[src/rtl/hsl_to_rgb_integer_defines.svh]
// ----------------------------------------------------------------------------
// HSL to RGB assertion macros
// Shared assertion forms, clocked on aclk and disabled while aresetn is low.
// ----------------------------------------------------------------------------
`ifndef HSL_TO_RGB_INTEGER_DEFINES_SVH
`define HSL_TO_RGB_INTEGER_DEFINES_SVH

// Check a consequence in the same cycle as its cause
`define HSL_ASSERT_NOW(lbl, ante, cons, msg) \
    lbl: assert property (@(posedge aclk) disable iff (!aresetn) \
        (ante) |-> (cons)) else $error(msg);

// Check a consequence in the cycle after its cause
`define HSL_ASSERT_NEXT(lbl, ante, cons, msg) \
    lbl: assert property (@(posedge aclk) disable iff (!aresetn) \
        (ante) |=> (cons)) else $error(msg);

`endif

[src/rtl/hslrgb_pkg.sv]
// ----------------------------------------------------------------------------
// HSL to RGB package
// Widths, constants and the stage control type shared by the converter.
// ----------------------------------------------------------------------------
package hslrgb_pkg;

    // Field widths
    localparam int HUE_W    = 9;
    localparam int PCT_W    = 7;
    localparam int CHAN_W   = 8;

    // Internal widths: levels in hundredths of a percent, ramp weight, ramp
    localparam int LEVEL_W  = 14;
    localparam int WEIGHT_W = 6;
    localparam int RAMP_W   = 20;
    localparam int SCALED_W = 24;
    localparam int MUL_W    = 25;
    localparam int PROD_W   = SCALED_W + MUL_W;

    // Hue geometry in degrees
    localparam int HUE_WRAP     = 360;
    localparam int HUE_THIRD    = 120;
    localparam int HUE_TWO_THRD = 240;
    localparam int SEG_RISE_END = 60;
    localparam int SEG_FLAT_END = 180;
    localparam int SEG_FALL_END = 240;

    // Percent limits
    localparam int PCT_MAX  = 100;
    localparam int PCT_HALF = 50;
    localparam int LEVEL_SUM = 200;

    // Ramp scale: ramp * 255 / 600000 == ramp * 17 / 40000
    localparam int RAMP_MAX   = 600000;
    localparam int SCALE_NUM  = 17;
    // ceil(2^40 / 40000); exact floor for products below 2^26
    localparam logic [MUL_W-1:0] DIV_MUL = 25'd27487791;
    localparam int DIV_SHIFT = 40;

    // Per-stage load enables and valid flags for the channel stages
    typedef struct packed {
        logic ld4;
        logic ld5;
        logic ld6;
        logic vld3;
        logic vld4;
        logic vld5;
    } hslrgb_stage_t;

endpackage

[src/rtl/hslrgb_chan.sv]
// ----------------------------------------------------------------------------
// HSL to RGB channel back end
// Forms one channel's hue ramp from the two levels and scales it to 8 bits.
// ----------------------------------------------------------------------------
`include "hsl_to_rgb_integer_defines.svh"

module hslrgb_chan (
    input  logic                                aclk,
    input  logic                                aresetn,
    input  hslrgb_pkg::hslrgb_stage_t           stage,
    input  logic [hslrgb_pkg::LEVEL_W-1:0]      lower,
    input  logic [hslrgb_pkg::LEVEL_W-1:0]      diff,
    input  logic [hslrgb_pkg::WEIGHT_W-1:0]     weight,
    output logic [hslrgb_pkg::CHAN_W-1:0]       level
);
    import hslrgb_pkg::*;

    logic [RAMP_W-1:0]   ramp_next, ramp_reg;
    logic [SCALED_W-1:0] scaled_next, scaled_reg;
    logic [PROD_W-1:0]   prod;
    logic [CHAN_W-1:0]   level_reg;

    // Ramp: lower*60 + (upper-lower)*weight, never above upper*60
    assign ramp_next = RAMP_W'(RAMP_W'(lower) * RAMP_W'(SEG_RISE_END))
                     + RAMP_W'(RAMP_W'(diff) * RAMP_W'(weight));

    // Times 17 by shift and add
    assign scaled_next = (SCALED_W'(ramp_reg) << 4) + SCALED_W'(ramp_reg);

    // Divide by 40000 through the reciprocal
    assign prod = PROD_W'(scaled_reg) * PROD_W'(DIV_MUL);

    always_ff @(posedge aclk) begin
        if (stage.ld4) begin
            ramp_reg <= ramp_next;
        end
        if (stage.ld5) begin
            scaled_reg <= scaled_next;
        end
        if (stage.ld6) begin
            level_reg <= prod[DIV_SHIFT +: CHAN_W];
        end
    end

    assign level = level_reg;

    `HSL_ASSERT_NEXT(a_ramp_bound, stage.ld4 && stage.vld3, ramp_reg <= RAMP_W'(RAMP_MAX), "ramp above full scale")
    `HSL_ASSERT_NOW(a_quot_fits, stage.ld6 && stage.vld5, prod[PROD_W-1:DIV_SHIFT+CHAN_W] == '0, "scaled channel exceeds 8 bits")

endmodule

[src/rtl/hsl_to_rgb_integer.sv]
// ----------------------------------------------------------------------------
// HSL to RGB pixel converter
// Integer HSL to 8-bit RGB conversion, one pixel per clock while m_tready is high.
// ----------------------------------------------------------------------------
// Usage:
//   s_ channel carries one pixel per word: hue in degrees (hue above 359
//   wraps modulo 360), saturation and lightness in percent (clamped to 100).
//   m_ channel returns one word per pixel with red, green and blue.
//   A word is taken at a rising edge of aclk with tvalid and tready high.
//   Pipeline: a pixel passes six register stages on its way to m_, and the
//   last one of them is the output register.
//   Throughput: one pixel per cycle while m_tready stays high; the stage that
//   bounds it is the 24 x 25 reciprocal multiply in the last stage, fully pipelined.
//   Stall: when m_tready is low the output word holds; earlier stages keep
//   filling empty slots, so s_tready drops only once all six stages are full.
//   Reset: aresetn (synchronous, active low) empties the pipeline; s_tready
//   is low while reset is asserted.
// ----------------------------------------------------------------------------
`include "hsl_to_rgb_integer_defines.svh"

module hsl_to_rgb_integer (
    input  logic        aclk,
    input  logic        aresetn,
    input  logic        s_tvalid,
    output logic        s_tready,
    input  logic [23:0] s_tdata,    // hue_deg[8:0], sat_pct[15:9], light_pct[22:16], zero
    output logic        m_tvalid,
    input  logic        m_tready,
    output logic [23:0] m_tdata     // red[7:0], green[15:8], blue[23:16]
);
    import hslrgb_pkg::*;

    localparam int NSTG = 6;

    logic [NSTG:1] v_reg, rdy, v_feed;
    logic          in_fire, out_fire;

    // Stage 1: wrap hue, clamp percents
    logic [HUE_W-1:0]  hue_in, hue1_next, hue1_reg;
    logic [PCT_W-1:0]  sat_in, lit_in, sat1_next, lit1_next, sat1_reg, lit1_reg;

    // Stage 2: upper level and ramp weights
    logic [LEVEL_W:0]    up_dark, up_light_a, up_light_b;
    logic [LEVEL_W-1:0]  upper2_next, upper2_reg;
    logic [HUE_W-1:0]    pos_r, pos_b;
    logic [WEIGHT_W-1:0] w_r2_next, w_g2_next, w_b2_next;
    logic [WEIGHT_W-1:0] w_r2_reg, w_g2_reg, w_b2_reg;
    logic [PCT_W-1:0]    lit2_reg;

    // Stage 3: lower level and level difference
    logic [LEVEL_W:0]    lit_sum;
    logic [LEVEL_W-1:0]  lower3_next, diff3_next, lower3_reg, diff3_reg;
    logic [WEIGHT_W-1:0] w_r3_reg, w_g3_reg, w_b3_reg;

    hslrgb_stage_t       stage;
    logic [CHAN_W-1:0]   red, green, blue;

    // Weight of the upper level at a hue position, out of 60
    function automatic logic [WEIGHT_W-1:0] ramp_weight(input logic [HUE_W-1:0] pos);
        logic [WEIGHT_W-1:0] w;
        if (pos < HUE_W'(SEG_RISE_END)) begin
            w = WEIGHT_W'(pos);
        end else if (pos < HUE_W'(SEG_FLAT_END)) begin
            w = WEIGHT_W'(SEG_RISE_END);
        end else if (pos < HUE_W'(SEG_FALL_END)) begin
            w = WEIGHT_W'(HUE_W'(SEG_FALL_END) - pos);
        end else begin
            w = '0;
        end
        return w;
    endfunction

    // Ready runs back from the output; an empty stage always takes a word
    always_comb begin
        rdy[NSTG] = !v_reg[NSTG] || m_tready;
        for (int k = NSTG - 1; k >= 1; k--) begin
            rdy[k] = !v_reg[k] || rdy[k+1];
        end
    end

    assign v_feed   = {v_reg[NSTG-1:1], s_tvalid};
    assign s_tready = rdy[1] && aresetn;
    assign in_fire  = s_tvalid && s_tready;
    assign out_fire = m_tvalid && m_tready;

    // Advance valid bits
    always_ff @(posedge aclk) begin
        if (!aresetn) begin
            v_reg <= '0;
        end else begin
            for (int k = 1; k <= NSTG; k++) begin
                if (rdy[k]) begin
                    v_reg[k] <= v_feed[k];
                end
            end
        end
    end

    // Stage 1 logic
    assign hue_in    = s_tdata[8:0];
    assign sat_in    = s_tdata[15:9];
    assign lit_in    = s_tdata[22:16];
    assign hue1_next = (hue_in >= HUE_W'(HUE_WRAP)) ? hue_in - HUE_W'(HUE_WRAP) : hue_in;
    assign sat1_next = (sat_in > PCT_W'(PCT_MAX)) ? PCT_W'(PCT_MAX) : sat_in;
    assign lit1_next = (lit_in > PCT_W'(PCT_MAX)) ? PCT_W'(PCT_MAX) : lit_in;

    // Stage 2 logic
    assign up_dark    = (LEVEL_W+1)'(lit1_reg)
                      * ((LEVEL_W+1)'(sat1_reg) + (LEVEL_W+1)'(PCT_MAX));
    assign up_light_a = ((LEVEL_W+1)'(lit1_reg) + (LEVEL_W+1)'(sat1_reg))
                      * (LEVEL_W+1)'(PCT_MAX);
    assign up_light_b = (LEVEL_W+1)'(sat1_reg) * (LEVEL_W+1)'(lit1_reg);
    assign upper2_next = (lit1_reg < PCT_W'(PCT_HALF)) ? up_dark[LEVEL_W-1:0]
                       : LEVEL_W'(up_light_a - up_light_b);

    assign pos_r = (hue1_reg < HUE_W'(HUE_TWO_THRD)) ? hue1_reg + HUE_W'(HUE_THIRD)
                 : hue1_reg - HUE_W'(HUE_TWO_THRD);
    assign pos_b = (hue1_reg >= HUE_W'(HUE_THIRD)) ? hue1_reg - HUE_W'(HUE_THIRD)
                 : hue1_reg + HUE_W'(HUE_TWO_THRD);
    assign w_r2_next = ramp_weight(pos_r);
    assign w_g2_next = ramp_weight(hue1_reg);
    assign w_b2_next = ramp_weight(pos_b);

    // Stage 3 logic
    assign lit_sum     = (LEVEL_W+1)'(lit2_reg) * (LEVEL_W+1)'(LEVEL_SUM);
    assign lower3_next = LEVEL_W'(lit_sum - (LEVEL_W+1)'(upper2_reg));
    assign diff3_next  = upper2_reg - lower3_next;

    // Payload registers of stages 1 to 3
    always_ff @(posedge aclk) begin
        if (rdy[1]) begin
            hue1_reg <= hue1_next;
            sat1_reg <= sat1_next;
            lit1_reg <= lit1_next;
        end
        if (rdy[2]) begin
            upper2_reg <= upper2_next;
            lit2_reg   <= lit1_reg;
            w_r2_reg   <= w_r2_next;
            w_g2_reg   <= w_g2_next;
            w_b2_reg   <= w_b2_next;
        end
        if (rdy[3]) begin
            lower3_reg <= lower3_next;
            diff3_reg  <= diff3_next;
            w_r3_reg   <= w_r2_reg;
            w_g3_reg   <= w_g2_reg;
            w_b3_reg   <= w_b2_reg;
        end
    end

    // Stages 4 to 6 per channel
    always_comb begin
        stage.ld4  = rdy[4];
        stage.ld5  = rdy[5];
        stage.ld6  = rdy[6];
        stage.vld3 = v_reg[3];
        stage.vld4 = v_reg[4];
        stage.vld5 = v_reg[5];
    end

    hslrgb_chan u_chan_r (
        .aclk    (aclk),
        .aresetn (aresetn),
        .stage   (stage),
        .lower   (lower3_reg),
        .diff    (diff3_reg),
        .weight  (w_r3_reg),
        .level   (red)
    );

    hslrgb_chan u_chan_g (
        .aclk    (aclk),
        .aresetn (aresetn),
        .stage   (stage),
        .lower   (lower3_reg),
        .diff    (diff3_reg),
        .weight  (w_g3_reg),
        .level   (green)
    );

    hslrgb_chan u_chan_b (
        .aclk    (aclk),
        .aresetn (aresetn),
        .stage   (stage),
        .lower   (lower3_reg),
        .diff    (diff3_reg),
        .weight  (w_b3_reg),
        .level   (blue)
    );

    assign m_tvalid = v_reg[NSTG];
    assign m_tdata  = {blue, green, red};

    `HSL_ASSERT_NEXT(a_occupancy, $past(aresetn), $countones(v_reg) == $past($countones(v_reg)) + int'($past(in_fire)) - int'($past(out_fire)), "pipeline word count drifted")
    `HSL_ASSERT_NEXT(a_stall_keeps, v_reg[NSTG] && !m_tready && v_reg[NSTG-1], v_reg[NSTG] && v_reg[NSTG-1], "word lost behind stalled output")

endmodule

[config.mk]
export PLATFORM = sky130hd
export DESIGN_NAME = hsl_to_rgb_integer
export DESIGN_NICKNAME = d
export VERILOG_FILES = /design/src/rtl/hslrgb_pkg.sv /design/src/rtl/hslrgb_chan.sv /design/src/rtl/hsl_to_rgb_integer.sv
export VERILOG_INCLUDE_DIRS = /design/src /design/src/rtl
export SDC_FILE = /design/constraint.sdc
export NUM_CORES = 2
export LEC_CHECK = 0
export BUFFER_PORTS_ARGS = -buffer_cell sky130_fd_sc_hd__buf_2
export CAP_MARGIN = 5
export CELL_PAD_IN_SITES_DETAIL_PLACEMENT = 0
export CELL_PAD_IN_SITES_GLOBAL_PLACEMENT = 2
export CORE_MARGIN = 1
export CORE_UTILIZATION = 40
export DETAILED_ROUTE_END_ITERATION = 12
export PLACE_DENSITY_LB_ADDON = 0.08
export SLEW_MARGIN = 0
export SYNTH_ARGS = -nofsm -noshare
export SYNTH_HDL_FRONTEND = slang
export SYNTH_SLANG_ARGS = --single-unit
[constraint.sdc]
create_clock -name aclk -period 6.5 [get_ports aclk]
set_clock_uncertainty 0.2 [all_clocks]
set_input_delay 0.65 -clock aclk [delete_from_list [all_inputs] [get_ports aclk]]
set_output_delay 0.65 -clock aclk [all_outputs]
set_load 0.02 [all_outputs]
[After elaboration in Yosys (flattened, before gate mapping)]
Index checks and enable logic that the tools add are counted.
Storage, ports and cells
  flip-flop bits (word level): 270
  bits of input ports: 28
  output and inout port bits: 26
  logic and storage cells: 98
Cells by class
  $add $sub $neg: 19
  $mul: 11
  $lt $le $gt $ge: 14
  multiplexer cells: 13
  reductions and logical operators: 13
Operators by type and width (count)
  $mul A24 B25 Y48 const B: 3
  $add A24 B20 Y24: 3
  $add A20 B20 Y20: 3
  $mul A14 B6 Y20: 3
  $lt A9 B8 Y1 const B: 6
  $mux W6: 9
  $sub A14 B14 Y14: 3
  $lt A9 B6 Y1 const B: 3
  $mux W9: 3
  $mul A14 B4 Y18 const B: 1
  $sub A6 B6 Y6 const A: 3
  $gt A7 B7 Y1 const B: 2
  $mul A7 B7 Y14: 1
  $mul A7 B8 Y14: 1
  $mux W14: 1
  $mul A8 B5 Y12 const B: 1
  $mul A7 B5 Y11 const B: 1
  $add A9 B7 Y9 const B: 1
  $add A9 B8 Y9 const B: 1
  $ge A9 B7 Y1 const B: 1
  $ge A9 B9 Y1 const B: 1
  $sub A9 B7 Y9 const B: 1
  $sub A9 B8 Y9 const B: 1
  $sub A9 B9 Y9 const B: 1
  other kinds (6): 16

[Longest topological paths before layout]
  word-level depth: 8
  gate-level depth with buffers: 28
  mapped depth without buffers: 27

[By module]
Synthesis repeated with hierarchy kept, for this count alone.
Unflattened totals
  cells, all modules: 6069
  area, all modules: 60987.2 sq um
By module, submodules not included
  hslrgb_chan (u_chan_b): times used 1, cells an instance 1708, area an instance 16948.8 sq um, sequential area each 1561.5 sq um
  hslrgb_chan (u_chan_g): times used 1, cells an instance 1656, area an instance 16772.3 sq um, sequential area each 1561.5 sq um
  hslrgb_chan (u_chan_r): times used 1, cells an instance 1621, area an instance 16488.3 sq um, sequential area each 1561.5 sq um
  hsl_to_rgb_integer: times used 1, cells an instance 1084, area an instance 10777.8 sq um, sequential area each 3333.2 sq um

[Worst setup path after synthesis]
OpenSTA, ideal clock, no wires.
  path type: reg-to-reg
  start: register u_chan_b.scaled_reg[13]
  end: register u_chan_b.level_reg[7], in the netlist u_chan_b.level[7] (data pin)
  setup time: 260 ps
  arrival: 5973 ps
  data required time: 6040 ps
  path slack: 67 ps
  cell stages (with the launch flop): 22
  path buffers: 0
  clock period less this slack: 6433 ps
  path through: edfxtp_1 > fa_1 > fa_1 > inv_1 > fa_1 > inv_1 > fa_1 > fa_1 > fa_1 > inv_1 > fa_1 > inv_1 > ha_1 > nand2_1 > o21ai_0 > o221ai_1 > a21oi_1 > a31oi_2 > o41ai_1 > or3_1 > a31oi_1 > xnor2_1
Between the ends
  longest elaborated chain between the ends: 1
Ends and longest elaborated chain
  start, declared: RTL line hslrgb_chan.sv:19  | logic [SCALED_W-1:0] scaled_next, scaled_reg;
  start signal, assigned: RTL line hslrgb_chan.sv:38  | scaled_reg <= scaled_next;
  $mul A24 B25 Y48: RTL line hslrgb_chan.sv:31  | assign prod = PROD_W'(scaled_reg) * PROD_W'(DIV_MUL);
  via u_chan_b.prod[47]: RTL line hslrgb_chan.sv:20  | logic [PROD_W-1:0] prod;
  end signal, assigned: RTL line hslrgb_chan.sv:41  | level_reg <= prod[DIV_SHIFT +: CHAN_W];
  end, declared: RTL line hslrgb_chan.sv:21  | logic [CHAN_W-1:0] level_reg;
The timed path passes the listed nets, and every way through them passes these cells.
A chain may end at the register's enable or synchronous reset.

[Final worst setup path]
  start: register u_chan_r.scaled_reg[14]
  end: register u_chan_r.level_reg[6], in the netlist u_chan_r.level[6] (data pin)
Between the ends
  longest elaborated chain between the ends: 1
Ends and longest elaborated chain (RTL line)
  start, declared: hslrgb_chan.sv:19
  start signal, assigned: hslrgb_chan.sv:38
  $mul A24 B25 Y48: hslrgb_chan.sv:31
  via u_chan_r.prod[46]: hslrgb_chan.sv:20
  end signal, assigned: hslrgb_chan.sv:41
  end, declared: hslrgb_chan.sv:21
The timed path passes the listed nets, and every way through them passes these cells.

==> impl_metrics.ini <==
[synthesis]
synthMuxAreaShare_pct = 0.218
synth_edf_count = 257
synth_xor_area_share_pct = 3.64
ys_top_cells_by_area = fa_1 35%, ha_1 23%, edfxtp_1 14%
synth_top_family_by_area = adder cells
synth_compound_area_share_pct = 6.35
synth-async-reset-ratio_pct = 0
synth_fa_ha_area_share_pct = 57.9
ys_seq_area_share_pct = 13.9
synth.avg_cell_area_um2 = 10.2
yosysWarnings = 0
ys_seq_elements = 263
synth_top_area_share_pct = 35.1
synth_area_leader_cell = fa_1
synth_simple_gate_area_share_pct = 6.68
postSynthCellCount = 5527
syn_area_um2 = 56300
ys.flop_type = edfxtp_1
yosysUniqueCellTypes = 79

[placed_design]
place_area_um2 = 62500
gp_congestion = 0.887
port_buffers = 52
place_hpwl_um = 125000

[clocking]
htree_num_levels = 2
cts_num_sinks = 263
tritoncts = built
numCtsBuffers = 37
clock_path_buffers = 3
clkSlewWorstSetupHoldPaths_ps = 60
clk_latency_ps = 630
cts_root_buffer = clkbuf_16

[critical_path]
cp-end-kind = register
path_max_fanout = 4
worst-endpoint-required_ps = 6630
worstPathArrival_ps = 6670
startpoint_type = register
reg2reg_setup_slack_ps = -30
reg2reg_depth = 22
critical_path_class = reg -> reg
reg2reg_to = u_chan_r.level[6]
regToRegStartpoint = u_chan_r.scaled_reg[14]

[timing]
fmax_ghz = 0.153
rsz0062_at_grt = true
slew_viol_final = 0
fin_crit_sh_pct = 101
maxSlewHeadroom_pct = 31.5
min_period_ps = 6530
setup_violations = 2
hold_ws_ps = 70.8
timing.final.hold_violations = 0
setup_slack_ps = -32.9
worst_pin_slew_ps = 1030

[die]
start_util_pct = 40.4
io_pins = 54
coreArea_um2 = 140000
die_area_um2 = 142000
die_w_um = 377
row_count = 137
die_h_um = 377

[layout]
final_layout_size_suffix_gt1_share_pct = 15.9
final_common_cell = inv_1
fin_util_pct = 47.2
final_area_um2 = 65900
syn_to_final_growth_pct = 17.0
fill_cells = 13606
fin_nets = 8195
final_cell_mix = 1,570 x inv_1, 960 x ha_1, 949 x fa_1
diodes = 0

[detailed_routing]
viasPerCell = 4.60
ant_nets = 0
dr.first_iter.drc_count = 1167
dr.pass1.iters = 5
drc = 0
route.vias.total = 37029
routed_wl_um = 140000
wire_per_inst_um = 17.3

[status]
outcome = finished, violations left
violations = negative setup slack

[grt]
grtUsageTotal_pct = 20.4
grtUsageMet3_pct = 1.69
grt_overflow = 0
grt_pass1_vias = 40615
antenna_found_initial = 1
grt_pass1_wl_um = 225000
met1_usage_pct = 27.9
use_met2_pct = 35.6
grt-busiest-layer = met2
grt_max_degree = 70

[run]
max_cap_viol_count = 0

[min_path]
min_path_type = in -> reg
min_to = v_reg[1]
hold_depth = 3
hp-start = s_tvalid
metrics by stage:
stage,TNS [ps],instances,setup slack (ps)
after floorplan,0,5540,67.2
after global placement,-4480,7900,-390
after detailed placement,-5040,7900,-413
after CTS,-147,8012,-56.1
after global routing,-1790,8052,-213
final,-41.1,8052,-32.9
how the worst max path moves through the flow:
| stage | start | endpoint | slack (ps) | cells past startpoint |
|---|---|---|---|---|
| after global placement | u_chan_r.scaled_reg[21] | u_chan_r.level[6] | -390 | 25 |
| after CTS | u_chan_r.scaled_reg[13] | u_chan_r.level[6] | -60 | 23 |
| final | u_chan_r.scaled_reg[14] | u_chan_r.level[6] | -30 | 22 |
| after floorplan | u_chan_b.scaled_reg[13] | u_chan_b.level[7] | 70 | 21 |
| after detailed placement | u_chan_r.scaled_reg[21] | u_chan_r.level[6] | -410 | 25 |
| after global routing | u_chan_r.scaled_reg[7] | u_chan_r.level[6] | -210 | 23 |
layout make-up:
cell class                      instances  area, um2  area share, %
Clock buffer                           42        975           1.48
Clock inverter                         20        274          0.416
Inverter                             1622       6090           9.24
Multi-Input combinational cell       3589      43500           66.1
Sequential cell                       263       7840           11.9
Tap cell                             1876       2350           3.56
Timing Repair Buffer                  640       4840           7.34
critical path: stages (launching register included):
cell      delay (ps)
edfxtp_1         450
buf_4            180
ha_1             380
fa_1             490
fa_1             520
fa_1             560
inv_1             60
fa_1             480
inv_1             50
fa_1             450
fa_1             500
inv_1             40
ha_1             280
nand4_1           80
or4_4            440
a21oi_4          130
nand4_1          170
nand4_1          180
buf_6            150
nand3_4          100
o21ai_4          160
a21oi_2           70
xnor2_1          120
cells in the mapped netlist, drive strengths merged (35+ instances only):
cell type and number:
nand2 320, o21ai 99, clkbuf 62, a21o 69, nor2b 44, ha 1026
nand3 37, fa 988, inv 1622, nor2 128, xnor2 157, a21oi 158
o21a 35, nor3 46, edfxtp 257, xor2 77, and2 118
routing by layer:
metal / wire length [um] / part of all wire [%] / up-vias
met5: 13 / 0.0093 / -
met4: 2510 / 1.8 / 2
met3: 2740 / 2.0 / 103
met2: 68400 / 49 / 300
met1: 65900 / 47 / 18264
li1: - / - / 18360
what timing repair did:
| item | CTS | global route |
|---|---|---|
| hold endpoints to repair | 7 | 0 |
| hold buffers | 7 | 0 |
| pin swaps | 83 | 123 |
| setup buffers | 45 | 44 |
| endpoints found under the setup margin | 25 | 28 |
| resized for setup | 137 | 179 |
cells by family (layout without fill, tap and decap cells):
logic type	count (synthesis)	count (layout)
xor gates and xnor gates	234	234
other	2	15
adders and majority gates	2014	2014
buffers and inverters	1688	2324
DFF	263	263
and+or+nand+nor	793	793
AOI/OAI and AO/OA	521	521
muxes	12	12
Power is left out: the tool's default activity adds up to more than one toggle a clock period on the data nets, which glitch-free logic cannot reach.
